==> config.mk <==
export PLATFORM = sky130hd
export DESIGN_NAME = keyed_table_update_max_sort_core_flat
export DESIGN_NICKNAME = d
export VERILOG_FILES = /design/src/hdl/ktums_pkg.sv /design/src/hdl/ktums_in_if.sv /design/src/hdl/ktums_out_if.sv /design/src/hdl/keyed_table_update_max_sort_core.sv /design/src/flat_wrapper.sv
export VERILOG_INCLUDE_DIRS = /design/src /design/src/hdl
export SDC_FILE = /design/constraint.sdc
export NUM_CORES = 1
export LEC_CHECK = 0
export CELL_PAD_IN_SITES_DETAIL_PLACEMENT = 0
export CELL_PAD_IN_SITES_GLOBAL_PLACEMENT = 1
export CORE_MARGIN = 5
export CORE_UTILIZATION = 48
export CTS_CLUSTER_DIAMETER = 50
export DETAILED_ROUTE_END_ITERATION = 7
export DONT_BUFFER_PORTS = 1
export MAX_ROUTING_LAYER = met4
export PLACE_DENSITY = 0.85
export SYNTH_ARGS = -nofsm -noshare
export SYNTH_HDL_FRONTEND = slang
export SYNTH_SLANG_ARGS = --single-unit
==> constraint.sdc <==
create_clock -name clk_i -period 4.8 [get_ports clk_i]
set_input_delay 0.96 -clock clk_i [delete_from_list [all_inputs] [get_ports clk_i]]
set_output_delay 0.96 -clock clk_i [all_outputs]
set_load 0.02 [all_outputs]
==> src/hdl/assert_macros.svh <==
// Assertion helpers shared by the RTL
`ifndef ASSERT_MACROS_SVH
`define ASSERT_MACROS_SVH

// property holds on every clock edge outside reset
`define KTUMS_ASSERT(lbl, prop, msg) \
  lbl: assert property (@(posedge clk_i) disable iff (!rst_ni) prop) else $error(msg);

// condition never seen outside reset
`define KTUMS_ASSERT_NEVER(lbl, cond, msg) \
  lbl: assert property (@(posedge clk_i) disable iff (!rst_ni) !(cond)) else $error(msg);

`endif

==> src/hdl/ktums_pkg.sv <==
package ktums_pkg;

  localparam int unsigned CMD_W  = 3;
  localparam int unsigned SLOT_W = 3;
  localparam int unsigned KEY_W  = 16;
  localparam int unsigned CNT_W  = 16;

  typedef enum logic [CMD_W-1:0] {
    CMD_LOAD     = 3'd0,
    CMD_UPDATE   = 3'd1,
    CMD_MAX      = 3'd2,
    CMD_SORT_CNT = 3'd3,
    CMD_SORT_KEY = 3'd4,
    CMD_DISPLAY  = 3'd5
  } cmd_e;

  typedef struct packed {
    logic [KEY_W-1:0] key;
    logic [CNT_W-1:0] count;
  } entry_t;

  typedef struct packed {
    logic              status;
    logic [SLOT_W-1:0] out_slot;
    logic [KEY_W-1:0]  out_key;
    logic [CNT_W-1:0]  out_count;
    logic [CNT_W-1:0]  old_count;
    logic              last;
  } out_item_t;

endpackage

==> src/hdl/ktums_in_if.sv <==
interface ktums_in_if;
  import ktums_pkg::*;

  logic              valid;
  logic              ready;
  logic [CMD_W-1:0]  cmd;
  logic [SLOT_W-1:0] slot;
  logic [KEY_W-1:0]  item_key;
  logic [CNT_W-1:0]  item_count;

  modport source (output valid, output cmd, output slot, output item_key,
                  output item_count, input ready);
  modport sink   (input valid, input cmd, input slot, input item_key,
                  input item_count, output ready);
endinterface

==> src/hdl/ktums_out_if.sv <==
interface ktums_out_if;
  import ktums_pkg::*;

  logic              valid;
  logic              ready;
  logic              status;
  logic [SLOT_W-1:0] out_slot;
  logic [KEY_W-1:0]  out_key;
  logic [CNT_W-1:0]  out_count;
  logic [CNT_W-1:0]  old_count;
  logic              last;

  modport source (output valid, output status, output out_slot, output out_key,
                  output out_count, output old_count, output last, input ready);
  modport sink   (input valid, input status, input out_slot, input out_key,
                  input out_count, input old_count, input last, output ready);
endinterface

==> src/hdl/keyed_table_update_max_sort_core.sv <==
// Keyed table of ENTRIES key/count pairs held in one single-port-write,
// registered-read memory, driven by load, update, max query, sort and display
// commands. One command is taken at a time; every table read is a
// read-then-compare step on the memory's single read port. Display waits
// out any output stall, and either sort does one compare-and-swap per read
// step. The output register lets the next command in while a result waits
// to be taken. Entries never loaded read as zero through per-entry valid
// flops, so no clearing pass follows reset.
`include "assert_macros.svh"

module keyed_table_update_max_sort_core #(
  parameter int unsigned ENTRIES = 8
) (
  input  logic  clk_i,
  input  logic  rst_ni,
  ktums_in_if.sink    in_i,
  ktums_out_if.source out_o
);
  import ktums_pkg::*;

  localparam int unsigned AW = (ENTRIES > 1) ? $clog2(ENTRIES) : 1;
  localparam logic [AW-1:0] LAST_IDX = AW'(ENTRIES - 1);
  localparam logic [AW-1:0] PEN_IDX  = AW'(ENTRIES - 2);

  typedef enum logic [2:0] {
    ST_IDLE,
    ST_LOAD,
    ST_RD,
    ST_CMP,
    ST_WB,
    ST_ACK
  } state_e;

  state_e            st_q, st_d;
  cmd_e              cmd_q, cmd_d;
  logic [SLOT_W-1:0] slot_q, slot_d;
  logic [KEY_W-1:0]  key_q, key_d;
  logic [CNT_W-1:0]  cnt_q, cnt_d;
  logic [AW-1:0]     idx_q, idx_d;
  logic [AW-1:0]     jdx_q, jdx_d;
  logic              sort_j_q, sort_j_d;
  entry_t            hold_q, hold_d;
  entry_t            best_q, best_d;
  logic [AW-1:0]     best_idx_q, best_idx_d;
  logic              out_vld_q, out_vld_d;
  out_item_t         out_q, out_d;

  entry_t            mem [ENTRIES];
  logic [ENTRIES-1:0] vld_q;
  entry_t            rd_data_q;
  logic              rd_vld_q;

  logic              wr_en, rd_en, emit, out_free, by_key, swap;
  logic [AW-1:0]     wr_addr, rd_addr;
  entry_t            wr_data, ent;
  out_item_t         res, ack_res;
  logic [CNT_W-1:0]  hold_v, ent_v;

  assign ent      = rd_vld_q ? rd_data_q : '0;
  assign out_free = !out_vld_q || out_o.ready;
  assign by_key   = (cmd_q == CMD_SORT_KEY);
  assign hold_v   = by_key ? hold_q.key : hold_q.count;
  assign ent_v    = by_key ? ent.key : ent.count;
  assign swap     = hold_v > ent_v;

  always_comb begin
    ack_res      = '0;
    ack_res.last = 1'b1;
    case (cmd_q)
      CMD_UPDATE: begin
        ack_res.status  = 1'b1;
        ack_res.out_key = key_q;
      end
      CMD_MAX: begin
        ack_res.out_slot  = SLOT_W'(best_idx_q);
        ack_res.out_key   = best_q.key;
        ack_res.out_count = best_q.count;
      end
      default: ;
    endcase
  end

  always_comb begin
    st_d       = st_q;
    cmd_d      = cmd_q;
    slot_d     = slot_q;
    key_d      = key_q;
    cnt_d      = cnt_q;
    idx_d      = idx_q;
    jdx_d      = jdx_q;
    sort_j_d   = sort_j_q;
    hold_d     = hold_q;
    best_d     = best_q;
    best_idx_d = best_idx_q;
    out_vld_d  = out_vld_q;
    out_d      = out_q;
    wr_en      = 1'b0;
    wr_addr    = idx_q;
    wr_data    = ent;
    rd_en      = 1'b0;
    rd_addr    = sort_j_q ? jdx_q : idx_q;
    emit       = 1'b0;
    res        = '0;
    res.last   = 1'b1;

    if (out_o.ready) begin
      out_vld_d = 1'b0;
    end

    case (st_q)
      ST_IDLE: begin
        if (in_i.valid) begin
          cmd_d    = cmd_e'(in_i.cmd);
          slot_d   = in_i.slot;
          key_d    = in_i.item_key;
          cnt_d    = in_i.item_count;
          idx_d    = '0;
          sort_j_d = 1'b0;
          case (cmd_e'(in_i.cmd))
            CMD_LOAD: st_d = ST_LOAD;
            CMD_UPDATE, CMD_MAX, CMD_SORT_CNT, CMD_SORT_KEY, CMD_DISPLAY: st_d = ST_RD;
            default: st_d = ST_IDLE;
          endcase
        end
      end
      ST_LOAD: begin
        if (out_free) begin
          wr_en         = (32'(slot_q) < ENTRIES);
          wr_addr       = AW'(slot_q);
          wr_data       = '{key: key_q, count: cnt_q};
          emit          = 1'b1;
          res.out_slot  = slot_q;
          res.out_key   = key_q;
          res.out_count = cnt_q;
          st_d          = ST_IDLE;
        end
      end
      ST_RD: begin
        rd_en = 1'b1;
        st_d  = ST_CMP;
      end
      ST_CMP: begin
        case (cmd_q)
          CMD_UPDATE: begin
            if (ent.key == key_q) begin
              if (out_free) begin
                wr_en         = 1'b1;
                wr_data       = '{key: ent.key, count: cnt_q};
                emit          = 1'b1;
                res.out_slot  = SLOT_W'(idx_q);
                res.out_key   = key_q;
                res.out_count = cnt_q;
                res.old_count = ent.count;
                st_d          = ST_IDLE;
              end
            end else if (idx_q == LAST_IDX) begin
              st_d = ST_ACK;
            end else begin
              idx_d = idx_q + 1'b1;
              st_d  = ST_RD;
            end
          end
          CMD_MAX: begin
            if (idx_q == '0 || ent.count > best_q.count) begin
              best_d     = ent;
              best_idx_d = idx_q;
            end
            if (idx_q == LAST_IDX) begin
              st_d = ST_ACK;
            end else begin
              idx_d = idx_q + 1'b1;
              st_d  = ST_RD;
            end
          end
          CMD_DISPLAY: begin
            if (out_free) begin
              emit          = 1'b1;
              res.out_slot  = SLOT_W'(idx_q);
              res.out_key   = ent.key;
              res.out_count = ent.count;
              res.last      = (idx_q == LAST_IDX);
              if (idx_q == LAST_IDX) begin
                st_d = ST_IDLE;
              end else begin
                idx_d = idx_q + 1'b1;
                st_d  = ST_RD;
              end
            end
          end
          CMD_SORT_CNT, CMD_SORT_KEY: begin
            if (!sort_j_q) begin
              hold_d   = ent;
              jdx_d    = idx_q + 1'b1;
              sort_j_d = 1'b1;
              st_d     = ST_RD;
            end else begin
              if (swap) begin
                wr_en   = 1'b1;
                wr_addr = jdx_q;
                wr_data = hold_q;
                hold_d  = ent;
              end
              if (jdx_q == LAST_IDX) begin
                st_d = ST_WB;
              end else begin
                jdx_d = jdx_q + 1'b1;
                st_d  = ST_RD;
              end
            end
          end
          default: st_d = ST_IDLE;
        endcase
      end
      ST_WB: begin
        wr_en    = 1'b1;
        wr_addr  = idx_q;
        wr_data  = hold_q;
        sort_j_d = 1'b0;
        if (idx_q == PEN_IDX) begin
          st_d = ST_ACK;
        end else begin
          idx_d = idx_q + 1'b1;
          st_d  = ST_RD;
        end
      end
      ST_ACK: begin
        if (out_free) begin
          emit = 1'b1;
          res  = ack_res;
          st_d = ST_IDLE;
        end
      end
      default: st_d = ST_IDLE;
    endcase

    if (emit) begin
      out_vld_d = 1'b1;
      out_d     = res;
    end
  end

  always_ff @(posedge clk_i or negedge rst_ni) begin
    if (!rst_ni) begin
      st_q       <= ST_IDLE;
      cmd_q      <= CMD_LOAD;
      slot_q     <= '0;
      key_q      <= '0;
      cnt_q      <= '0;
      idx_q      <= '0;
      jdx_q      <= '0;
      sort_j_q   <= 1'b0;
      hold_q     <= '0;
      best_q     <= '0;
      best_idx_q <= '0;
      out_vld_q  <= 1'b0;
      out_q      <= '0;
    end else begin
      st_q       <= st_d;
      cmd_q      <= cmd_d;
      slot_q     <= slot_d;
      key_q      <= key_d;
      cnt_q      <= cnt_d;
      idx_q      <= idx_d;
      jdx_q      <= jdx_d;
      sort_j_q   <= sort_j_d;
      hold_q     <= hold_d;
      best_q     <= best_d;
      best_idx_q <= best_idx_d;
      out_vld_q  <= out_vld_d;
      out_q      <= out_d;
    end
  end

  always_ff @(posedge clk_i) begin
    if (wr_en) begin
      mem[wr_addr] <= wr_data;
    end
    if (rd_en) begin
      rd_data_q <= mem[rd_addr];
    end
  end

  always_ff @(posedge clk_i or negedge rst_ni) begin
    if (!rst_ni) begin
      vld_q    <= '0;
      rd_vld_q <= 1'b0;
    end else begin
      if (wr_en) begin
        vld_q[wr_addr] <= 1'b1;
      end
      if (rd_en) begin
        rd_vld_q <= vld_q[rd_addr];
      end
    end
  end

  assign in_i.ready      = (st_q == ST_IDLE);
  assign out_o.valid     = out_vld_q;
  assign out_o.status    = out_q.status;
  assign out_o.out_slot  = out_q.out_slot;
  assign out_o.out_key   = out_q.out_key;
  assign out_o.out_count = out_q.out_count;
  assign out_o.old_count = out_q.old_count;
  assign out_o.last      = out_q.last;

  `KTUMS_ASSERT_NEVER(a_no_wr_idle, (st_q == ST_IDLE) && wr_en, "table written while idle")
  `KTUMS_ASSERT(a_cmp_after_rd,
                (st_q == ST_CMP) |-> $past(st_q == ST_RD || st_q == ST_CMP),
                "compare without a read")
  `KTUMS_ASSERT(a_sort_order, ((st_q == ST_CMP) && sort_j_q) |-> (jdx_q > idx_q),
                "sort partner not above pivot")
  `KTUMS_ASSERT(a_emit_busy, $rose(out_vld_q) |-> ($past(st_q) != ST_IDLE),
                "result raised from idle")

endmodule
==> src/flat_wrapper.sv <==
// flat-port wrapper written by rule: the top's interface ports become plain ports
module keyed_table_update_max_sort_core_flat import ktums_pkg::*;
#(
  parameter int unsigned ENTRIES = 8
)
  (clk_i, rst_ni, in_i_valid, in_i_cmd, in_i_slot, in_i_item_key, in_i_item_count, in_i_ready, out_o_valid, out_o_status, out_o_out_slot, out_o_out_key, out_o_out_count, out_o_old_count, out_o_last, out_o_ready);
  ktums_in_if in_i_i ();
  ktums_out_if out_o_i ();
  input  logic clk_i;
  input  logic rst_ni;
  input wire logic [$bits(in_i_i.valid)-1:0] in_i_valid;
  input wire logic [$bits(in_i_i.cmd)-1:0] in_i_cmd;
  input wire logic [$bits(in_i_i.slot)-1:0] in_i_slot;
  input wire logic [$bits(in_i_i.item_key)-1:0] in_i_item_key;
  input wire logic [$bits(in_i_i.item_count)-1:0] in_i_item_count;
  output wire logic [$bits(in_i_i.ready)-1:0] in_i_ready;
  output wire logic [$bits(out_o_i.valid)-1:0] out_o_valid;
  output wire logic [$bits(out_o_i.status)-1:0] out_o_status;
  output wire logic [$bits(out_o_i.out_slot)-1:0] out_o_out_slot;
  output wire logic [$bits(out_o_i.out_key)-1:0] out_o_out_key;
  output wire logic [$bits(out_o_i.out_count)-1:0] out_o_out_count;
  output wire logic [$bits(out_o_i.old_count)-1:0] out_o_old_count;
  output wire logic [$bits(out_o_i.last)-1:0] out_o_last;
  input wire logic [$bits(out_o_i.ready)-1:0] out_o_ready;
  assign in_i_i.valid = in_i_valid;
  assign in_i_i.cmd = in_i_cmd;
  assign in_i_i.slot = in_i_slot;
  assign in_i_i.item_key = in_i_item_key;
  assign in_i_i.item_count = in_i_item_count;
  assign in_i_ready = in_i_i.ready;
  assign out_o_valid = out_o_i.valid;
  assign out_o_status = out_o_i.status;
  assign out_o_out_slot = out_o_i.out_slot;
  assign out_o_out_key = out_o_i.out_key;
  assign out_o_out_count = out_o_i.out_count;
  assign out_o_old_count = out_o_i.old_count;
  assign out_o_last = out_o_i.last;
  assign out_o_i.ready = out_o_ready;
  keyed_table_update_max_sort_core #(.ENTRIES(ENTRIES)) u_core (.clk_i(clk_i), .rst_ni(rst_ni), .in_i(in_i_i), .out_o(out_o_i));
endmodule
# Word level (Yosys, flattened, before mapping)
# Memory sizes are Yosys's and may differ from the RTL's. A register that Yosys moved wholly into a read port is not among the register bits.
# Index checks and enable logic that the tools add are counted.
[word_totals]
ff_bits = 178
mem_bits_rw = 256
in_bits = 42
output_inout_bits = 55
memories = 1
[op_classes]
n_addsub = 2
magnitude_cmp = 5
n_eq_ne = 27
muxes = 75
n_bitwise = 1
reduce_logical = 19
[memory_table]
columns = ["memory", "depth", "width", "rd", "rd_ports_with_merged_regs", "wr", "line_no", "rtl"]
rows = [
  ["u_core.mem", 8, 32, 1, 1, 1, "keyed_table_update_max_sort_core.sv:48", "entry_t mem [ENTRIES];"],
]
[op_table]
columns = ["cell", "count"]
rows = [
  ["two-way mux 32 bit", 6],
  ["case mux 35 bit (3 select lines)", 1],
  ["two-way mux 51 bit", 2],
  ["two-way mux 16 bit", 6],
  ["case mux 32 bit (3 select lines)", 1],
  ["two-way mux 35 bit", 2],
  ["case mux 35 bit (2 select lines)", 1],
  ["case mux 32 bit (2 select lines)", 1],
  ["two-way mux 3 bit", 21],
  ["two-way mux 53 bit", 1],
  ["case mux 17 bit (2 select lines)", 1],
  ["> comparator 16 bit", 2],
  ["case mux 16 bit (2 select lines)", 1],
  ["== test 3 bit (second input constant)", 9],
  ["== test 3 x 2 -> 1 bit (second input constant)", 6],
  ["case mux 3 bit (3 select lines)", 2],
  ["two-way mux 1 bit", 17],
  ["== test 16 bit", 1],
  ["case mux 3 bit (5 select lines)", 1],
  ["case mux 3 bit (4 select lines)", 1],
  ["AND reduction 3 bit", 4],
  ["inequality test 2 bit (second input constant)", 5],
  ["== test 3 x 1 -> 1 bit (second input constant)", 3],
  ["logical NOT 3 bit", 3],
  ["other kinds (23)", 31],
]

# Longest topological paths before layout
# Gate-level depths: netlist (run 1).
[depth]
depth_word = 12
mapped_depth = 17

# Worst setup path after synthesis (run 1)
# Ideal clock, no wire load.
[synth_path]
path_type = "reg-to-reg"
start = "reg u_core.rd_vld_q"
end = "mem u_core.mem[0][0] (netlist bit), enable pin"
setup_time_ns = 0.421
t_arrival_ns = 4.813
t_required_ns = 4.379
setup_slack_ns = -0.434
stages_incl_launch_ff = 16
path_buffers = 5
synth_period_minus_slack_ns = 5.234
cell_sequence = "dfrtp_1 > buf_4 > buf_4 > clkbuf_1 > buf_1 > buf_1 > a31oi_1 > ha_1 > a21o_1 > a21o_1 > a221oi_2 > o311a_1 > nor3_1 > a311oi_4 > nand2_1 > nor2_1"
[synth_via]
elab_chain_len = 9
elab_cells_between_ends = 15
classes_between = "order compare: 1; eq/ne: 1; mux: 13"
[synth_lines]
columns = ["element", "line_no", "rtl"]
rows = [
  ["from (decl)", "keyed_table_update_max_sort_core.sv:51", "logic rd_vld_q;"],
  ["from (signal assigned)", "keyed_table_update_max_sort_core.sv:292", "rd_vld_q <= vld_q[rd_addr];"],
  ["two-way mux 32 bit *", "keyed_table_update_max_sort_core.sv:59", "assign ent = rd_vld_q ? rd_data_q : '0;"],
  ["two-way mux 16 bit", "keyed_table_update_max_sort_core.sv:63", "assign ent_v = by_key ? ent.key : ent.count;"],
  ["> comparator 16 bit", "keyed_table_update_max_sort_core.sv:64", "assign swap = hold_v > ent_v;"],
  ["two-way mux 1 bit", "keyed_table_update_max_sort_core.sv:197", "if (swap) begin"],
  ["two-way mux 1 bit", "keyed_table_update_max_sort_core.sv:191", "if (!sort_j_q) begin"],
  ["case mux 1 bit (2 select lines)", "keyed_table_update_max_sort_core.sv:143", "case (cmd_q)"],
  ["case mux 1 bit (3 select lines)", "keyed_table_update_max_sort_core.sv:110", "case (st_q)"],
  ["two-way mux 1 bit", "keyed_table_update_max_sort_core.sv:275", "if (wr_en) begin"],
  ["two-way mux 1 bit (implied by the code)", "keyed_table_update_max_sort_core.sv:276", "mem[wr_addr] <= wr_data;"],
  ["to (decl)", "keyed_table_update_max_sort_core.sv:48", ""],
]
# Mark *: on every way between the ends. The rest lies on a longest branch, timed or not.

==> results.yml, run 1 <==
setup_path:
  worst-r2r-setup-slack_ns: 0.21
  r2r_start: "u_core.cmd_q[2]"
  cp_slowest_cell: "sky130_fd_sc_hd__o21ai_0"
  timing.critical_path.buf_inv: 2
  data_arrival_time_of_the_critical_path_ns: 4.84
  worstRegToRegCells: 11
  timing.critical_path.max_delay_family: "simple AND/OR/NAND/NOR gates"
  startpoint_type: "flop"
  ordered_list_of_cells_on_the_worst_path: "nor3b_4, buf_12, mux2_2, ha_1, nand4_1, or4_1, nand3b_1, nor2_1, o311a_1, buf_4, o21ai_0"
  type_of_the_worst_setup_path: "flop to flop"
  timing.rr.end: "u_core.mem[7][14]"
  critPathMaxStageDelay_ns: 0.68
  crit_path_start: "u_core.cmd_q[2]"
  worstSetupEndpointType: "flop"
  critical_path_required_ns: 5.06
  critical_path.max_fanout: 50
clock_network:
  htree_levels: 2
  clk_latency_ns: 0.58
  clock_tree_from_tritoncts: "yes"
  cts_num_sinks: 466
  cts.clk_slew.worst_paths_ns: 0.06
  ctsRootBufferMaster: "sky130_fd_sc_hd__clkbuf_16"
  ctsLongestPathBuffers: 3
  cts_buffers: 49
logic_synthesis:
  synth.top_cell.area_share_pct: 40.9
  synthesis.area_um2: 21200
  synth_top_cell_by_area: "sky130_fd_sc_hd__edfxtp_1"
  synth_seq_area_share_pct: 61.9
  synth_area_leaders: "sky130_fd_sc_hd__edfxtp_1, sky130_fd_sc_hd__dfrtp_1, sky130_fd_sc_hd__mux4_2"
  synth_enable_flop_cells: 288
  syn-num-nets: 1641
  postSynthRegisterBits: 466
  synthesis.area_per_instance_um2: 13.6
  asyncSetResetFlopFracSynth_pct: 38.2
  yosys_warns: 0
  syn_inst: 1561
  ys_dominant_reg_cell: "sky130_fd_sc_hd__edfxtp_1"
  post_synth_num_cell_types: 68
die:
  dieArea_um2: 48400
  std_cell_rows: 77
  floorplan.initialDensity_pct: 48.2
  die_x_um: 220
  die_h_um: 220
  ioPinCount: 97
  core-area_um2: 43900
sta:
  timing_hold_violations_final: 0
  finalWorstPathRequiredPeriod_ns: 4.59
  maxSlewHeadroom_pct: 29.7
  clock_tree_skew_after_final_layout_ns: 0.0213
  setup_viol: 0
  fin_tns_setup_ns: 0
  actual_slew_at_the_worst_max_slew_pin_ns: 1.03
  fin_crit_sh_pct: 95.5
  grt_setup_unrepaired: "false"
  max_freq_mhz: 218
  final-max-slew-violation-count: 0
final_layout:
  fillerInstances: 3544
  leading_cell_types_in_the_layout_fill_and_taps_excluded: "sky130_fd_sc_hd__edfxtp_1, sky130_fd_sc_hd__dfrtp_1, sky130_fd_sc_hd__nand2_1"
  final_layout_size_suffix_gt1_share_pct: 20.5
  finish.instance_area_um2: 23800
  antennaDiodeCount: 0
  post-route-util_pct: 54.2
  nets: 1662
  multiInputGateArea_um2: 7480
  seqCellArea_um2: 13100
  layout.cells.most_common: "sky130_fd_sc_hd__edfxtp_1"
  syn_to_final_growth_pct: 12.6
power_and_ir_drop:
  power-per-cell-area_nw_per_um2: 715
  p_leak_uw: 0.00875
  vdd_ir_drop_max_mv: 0.508
global_routing:
  grt.overflow.total: 0
  grt.total_usage_pct: 23.6
  grt_pass1_vias: 13500
  global_route_wire_length_before_repair_um: 84100
  antenna_violations_before_repair: 0
  grt_start_max_net_pins: 179
placement:
  buffer_ports.inserted: 0
  place_area_um2: 22200
  dp.final_hpwl_um: 37300
  globalplace.congestion: 0.967
run_status:
  status: "complete, no violations"
worst_hold_path:
  timing.hold.worst.class: "input pin to async pin"
detailed_routing:
  first_iter_violations: 1614
  remaining_drc_errors: 0
  wl_um: 55500
  detail_route.wl_per_cell_um: 25.1
  detail_route.vias_per_cell: 6.16
  first_pass_iters: 7
  ant_nets: 0
  vias: 13600
flow_run:
  drv.max_cap_violation_count: 0
cells by family (layout without fill, tap and decap cells):
logic type / Yosys count / count (layout) / synth area share [%]
DFF: 466 / 466 / 61.9
adders and majority gates: 38 / 38 / 2.25
xor gates and xnor gates: 8 / 8 / 0.331
muxes: 194 / 194 / 13.6
and+or+nand+nor: 330 / 330 / 7.08
AOI/OAI and AO/OA: 363 / 363 / 11.5
buffers and inverters: 162 / 222 / 3.28
per-stage QoR:
step | setup slack (ns) | instances | hold slack [ns] | power [uW]
after detailed placement | 0.102 | 2120 | 0.455 | 13200
after global routing | 0.0118 | 2213 | 0.0480 | 17900
final | 0.215 | 2213 | 0.0795 | 17000
after CTS | 0.0807 | 2210 | 0.0530 | 17000
after floorplan | -0.434 | 1561 | 0.428 | 10900
after global placement | 0.222 | 2120 | 0.441 | 13000
worst max path at each step:
stage / end / cells after the start
2_1_floorplan: u_core.mem[0][0] / 15
3_3_place_gp: u_core.mem[0][8] / 13
3_5_place_dp: u_core.mem[0][10] / 13
4_1_cts: u_core.mem[0][10] / 13
5_1_grt: u_core.mem[0][20] / 14
6_report: u_core.mem[7][14] / 11
flip-flops by register name, summed over array words and instances, names as in the netlist, 8 cells and up:
name	flops
u_core.out_o.out_count	16
u_core.key_q	16
u_core.hold_q	32
u_core.vld_q	8
u_core.rd_data_q	32
u_core.cnt_q	16
u_core.best_q	32
u_core.mem	256
u_core.out_o.out_key	16
u_core.out_o.old_count	16
area by class of cell:
cell class	instances	area share [%]
Sequential cell	466	55.0
Multi-Input combinational cell	933	31.4
Clock buffer	60	5.49
Tap cell	592	3.11
Timing Repair Buffer	74	2.75
Clock inverter	30	1.32
Inverter	58	0.914
timing repair:
action,in CTS,in global routing
hold buffers,0,0
endpoints found under the hold margin,0,0
resized for setup,0,8
setup endpoints to repair,0,138
setup buffers,0,3
power by group:
group / leakage (uW) / switching, uW / internal, uW / total [uW]
registers: 0.00493 / 1190 / 5710 / 6900
clock network: 0.000769 / 1580 / 2170 / 3760
logic: 0.00305 / 3720 / 2660 / 6380
total: 0.00875 / 6490 / 10500 / 17000
synthesized netlist by cell type (3+ instances only):
master                      instances
sky130_fd_sc_hd__a221o_1            6
sky130_fd_sc_hd__o21ai_1           15
sky130_fd_sc_hd__o211ai_1          37
sky130_fd_sc_hd__buf_1             13
sky130_fd_sc_hd__a21oi_1           36
sky130_fd_sc_hd__nand4_1            8
sky130_fd_sc_hd__buf_2             14
sky130_fd_sc_hd__or2_1              5
sky130_fd_sc_hd__a32oi_1           16
sky130_fd_sc_hd__ha_1              38
sky130_fd_sc_hd__o2111ai_1          5
sky130_fd_sc_hd__nand3_1           21
sky130_fd_sc_hd__o22ai_1           17
sky130_fd_sc_hd__buf_4              4
sky130_fd_sc_hd__mux4_2            66
sky130_fd_sc_hd__mux2_2            87
sky130_fd_sc_hd__o31ai_1            3
sky130_fd_sc_hd__nand2_1          175
sky130_fd_sc_hd__edfxtp_1         288
sky130_fd_sc_hd__and2_1             5
sky130_fd_sc_hd__o21ai_0           97
sky130_fd_sc_hd__nand2b_1           6
sky130_fd_sc_hd__nor2_1            55
sky130_fd_sc_hd__nor3b_2            3
sky130_fd_sc_hd__nand4b_1           8
sky130_fd_sc_hd__o21bai_1           3
sky130_fd_sc_hd__o21a_1            13
sky130_fd_sc_hd__inv_1             57
sky130_fd_sc_hd__a21o_1             9
sky130_fd_sc_hd__mux2i_1           40
sky130_fd_sc_hd__clkbuf_1          65
sky130_fd_sc_hd__a22oi_1           67
sky130_fd_sc_hd__dfrtp_1          178
sky130_fd_sc_hd__nor2b_1            6
sky130_fd_sc_hd__xor2_1             8
sky130_fd_sc_hd__buf_6              7
sky130_fd_sc_hd__a31oi_1           17
sky130_fd_sc_hd__and3_1             3
sky130_fd_sc_hd__nor3_1            23
layer usage:
metal / GRT usage, % / vias up / routed length (um)
li1: - / 6010 / -
met1: 32.0 / 6959 / 23100
met2: 37.4 / 544 / 26900
met3: 3.75 / 125 / 3710
met4: 6.78 / 0 / 1820
met5: - / - / 0
(Power assumes the default switching activity.)
==> run 2: changes to the inputs <==
--- a/config.mk
+++ b/config.mk
@@ -9,12 +9,12 @@
 export CELL_PAD_IN_SITES_DETAIL_PLACEMENT = 0
 export CELL_PAD_IN_SITES_GLOBAL_PLACEMENT = 1
 export CORE_MARGIN = 5
-export CORE_UTILIZATION = 48
+export CORE_UTILIZATION = 25
 export CTS_CLUSTER_DIAMETER = 50
 export DETAILED_ROUTE_END_ITERATION = 7
 export DONT_BUFFER_PORTS = 1
 export MAX_ROUTING_LAYER = met4
-export PLACE_DENSITY = 0.85
+export PLACE_DENSITY = 0.54
 export SYNTH_ARGS = -nofsm -noshare
 export SYNTH_HDL_FRONTEND = slang
 export SYNTH_SLANG_ARGS = --single-unit
==> results.yml, run 2 (synthesis gave the netlist of run 1 again) <==
die:
  ioPinCount: 97
  std_cell_rows: 106
  die_h_um: 301
  core-area_um2: 83800
  floorplan.initialDensity_pct: 25.2
  die_x_um: 301
  dieArea_um2: 90600
final_layout:
  finalNonFillerCells: 2770
  fillerInstances: 8423
  leading_cell_types_in_the_layout_fill_and_taps_excluded: "sky130_fd_sc_hd__edfxtp_1, sky130_fd_sc_hd__dfrtp_1, sky130_fd_sc_hd__nand2_1"
  multiInputGateArea_um2: 7490
  syn_to_final_growth_pct: 17.0
  largest_register_ffs: 256
  post-route-util_pct: 29.5
  seqCellArea_um2: 13100
  final_layout_size_suffix_gt1_share_pct: 20.8
  registers.top_by_ff_count: "u_core.mem"
  layout.cells.most_common: "sky130_fd_sc_hd__edfxtp_1"
  nets: 1668
global_routing:
  grt_start_max_net_pins: 179
  grt_pass1_vias: 13800
  antenna_violations_before_repair: 3
  grt.total_usage_pct: 14.7
  grt.overflow.total: 0
  global_route_wire_length_before_repair_um: 97300
power_and_ir_drop:
  vdd_ir_drop_max_mv: 0.425
  power_uw: 17600
  internal_power_uw: 10800
  p_leak_uw: 0.00888
  share_seq_of_total_power_pct: 39.5
  swShare_pct: 38.6
  power_frac_clock_pct: 23.5
  power.net_switching_uw: 6780
  power-per-cell-area_nw_per_um2: 709
  power_frac_comb_pct: 36.9
clock_network:
  cts_buffers: 55
  ctsRootBufferMaster: "sky130_fd_sc_hd__clkbuf_16"
  cts_hold_buf: 0
  cts.clk_slew.worst_paths_ns: 0.06
  ctsLongestPathBuffers: 3
  cts_num_sinks: 466
  clock_tree_from_tritoncts: "yes"
  htree_levels: 2
  clk_latency_ns: 0.61
sta:
  max_freq_mhz: 220
  actual_slew_at_the_worst_max_slew_pin_ns: 1.12
  fin_crit_sh_pct: 94.5
  maxSlewHeadroom_pct: 23.9
  grt_setup_unrepaired: "true"
  setup_viol: 0
  clock_tree_skew_after_final_layout_ns: 0.0252
  finalWorstPathRequiredPeriod_ns: 4.54
  timing_hold_violations_final: 0
  fin_tns_setup_ns: 0
  holdWs_ns: 0.0530
  final-max-slew-violation-count: 0
placement:
  dp.final_hpwl_um: 43200
  place.detailed.instances: 2663
  buffer_ports.inserted: 0
  globalplace.congestion: 0.803
setup_path:
  data_arrival_time_of_the_critical_path_ns: 4.80
  type_of_the_worst_setup_path: "flop to flop"
  r2r_start: "u_core.cmd_q[1]"
  critical_path_required_ns: 5.06
  startpoint_type: "flop"
  crit_path_start: "u_core.cmd_q[1]"
  critical_path.max_fanout: 50
  worstSetupEndpointType: "flop"
detailed_routing:
  wl_met2_um: 32300
  first_iter_violations: 1162
  met3_wirelength_um: 3350
  highest_layer: "met4"
  ant_nets: 0
  wl_met1_um: 28600
  remaining_drc_errors: 0
  first_pass_iters: 5
  detail_route.vias_per_cell: 4.89
  vias: 13500
  wl_um: 65800
  detail_route.wl_per_cell_um: 23.8
worst_hold_path:
  timing.hold.worst.class: "input pin to async pin"
run_status:
  status: "complete, no violations"
flow_run:
  drv.max_cap_violation_count: 0
-- run 2: worst paths after layout --
check | to | slack [ns] | cells past startpoint
max | u_core.mem[0][0] | 0.26 | 12
min | u_core.best_q[25] | 0.05 | 0
max reg2reg | u_core.mem[0][0] | 0.26 | 12
min reg2reg | u_core.vld_q[2] | 0.46 | 1
max in group asynchronous | u_core.out_o.old_count[13] | 4.36 | 0
min in group clk_i | u_core.vld_q[2] | 0.46 | 1
-- run 2: metrics by stage --
stage	worst slack (ns)	cell area [um2]
after floorplan	-0.434	21200
after global placement	0.387	22900
after detailed placement	0.300	22900
after CTS	0.267	24700
after global routing	-0.0396	24800
final	0.263	24800
-- run 2: layout make-up --
cell class                      count  share of cell area, %
Clock inverter                     31                   1.33
Inverter                           58                  0.879
Tap cell                         1134                   5.73
Antenna cell                        2                 0.0202
Timing Repair Buffer               74                   2.90
Multi-Input combinational cell    933                   30.3
Clock buffer                       72                   5.94
Sequential cell                   466                   52.9
-- run 2: power by group through the flow --
stage / Clock [uW] / Sequential (uW) / Combinational, uW
after detailed placement: 0 / 7030 / 6500
after global routing: 4400 / 7030 / 7130
final: 4130 / 6940 / 6480
after global placement: 0 / 7030 / 6410
after floorplan: 0 / 6360 / 4520
after CTS: 4260 / 6960 / 6530
-- run 2: timing repair --
item / in CTS / in global routing
setup endpoints to repair: 0 / 124
hold endpoints to repair: 0 / 0
buffers inserted: 0 / 2
gates resized for setup: 0 / 5
-- run 2: worst max-delay path, cell delays in order, from the launching register on --
cell and delay [ns]:
sky130_fd_sc_hd__dfrtp_1 0.51, sky130_fd_sc_hd__nor3b_4 0.28, sky130_fd_sc_hd__buf_12 0.26, sky130_fd_sc_hd__mux2_2 0.37
sky130_fd_sc_hd__ha_1 0.32, sky130_fd_sc_hd__nand4_1 0.24, sky130_fd_sc_hd__or4_1 0.57, sky130_fd_sc_hd__nand3b_1 0.24
sky130_fd_sc_hd__nor2_1 0.12, sky130_fd_sc_hd__o31ai_1 0.47, sky130_fd_sc_hd__nand2_1 0.28, sky130_fd_sc_hd__nor2_4 0.18
sky130_fd_sc_hd__buf_4 0.33
-- run 2: metal layers --
layer	GRT usage (%)	vias up
met5	-	-
met4	3.67	0
met3	2.55	96
met2	24.1	364
met1	19.2	7041
li1	-	6036
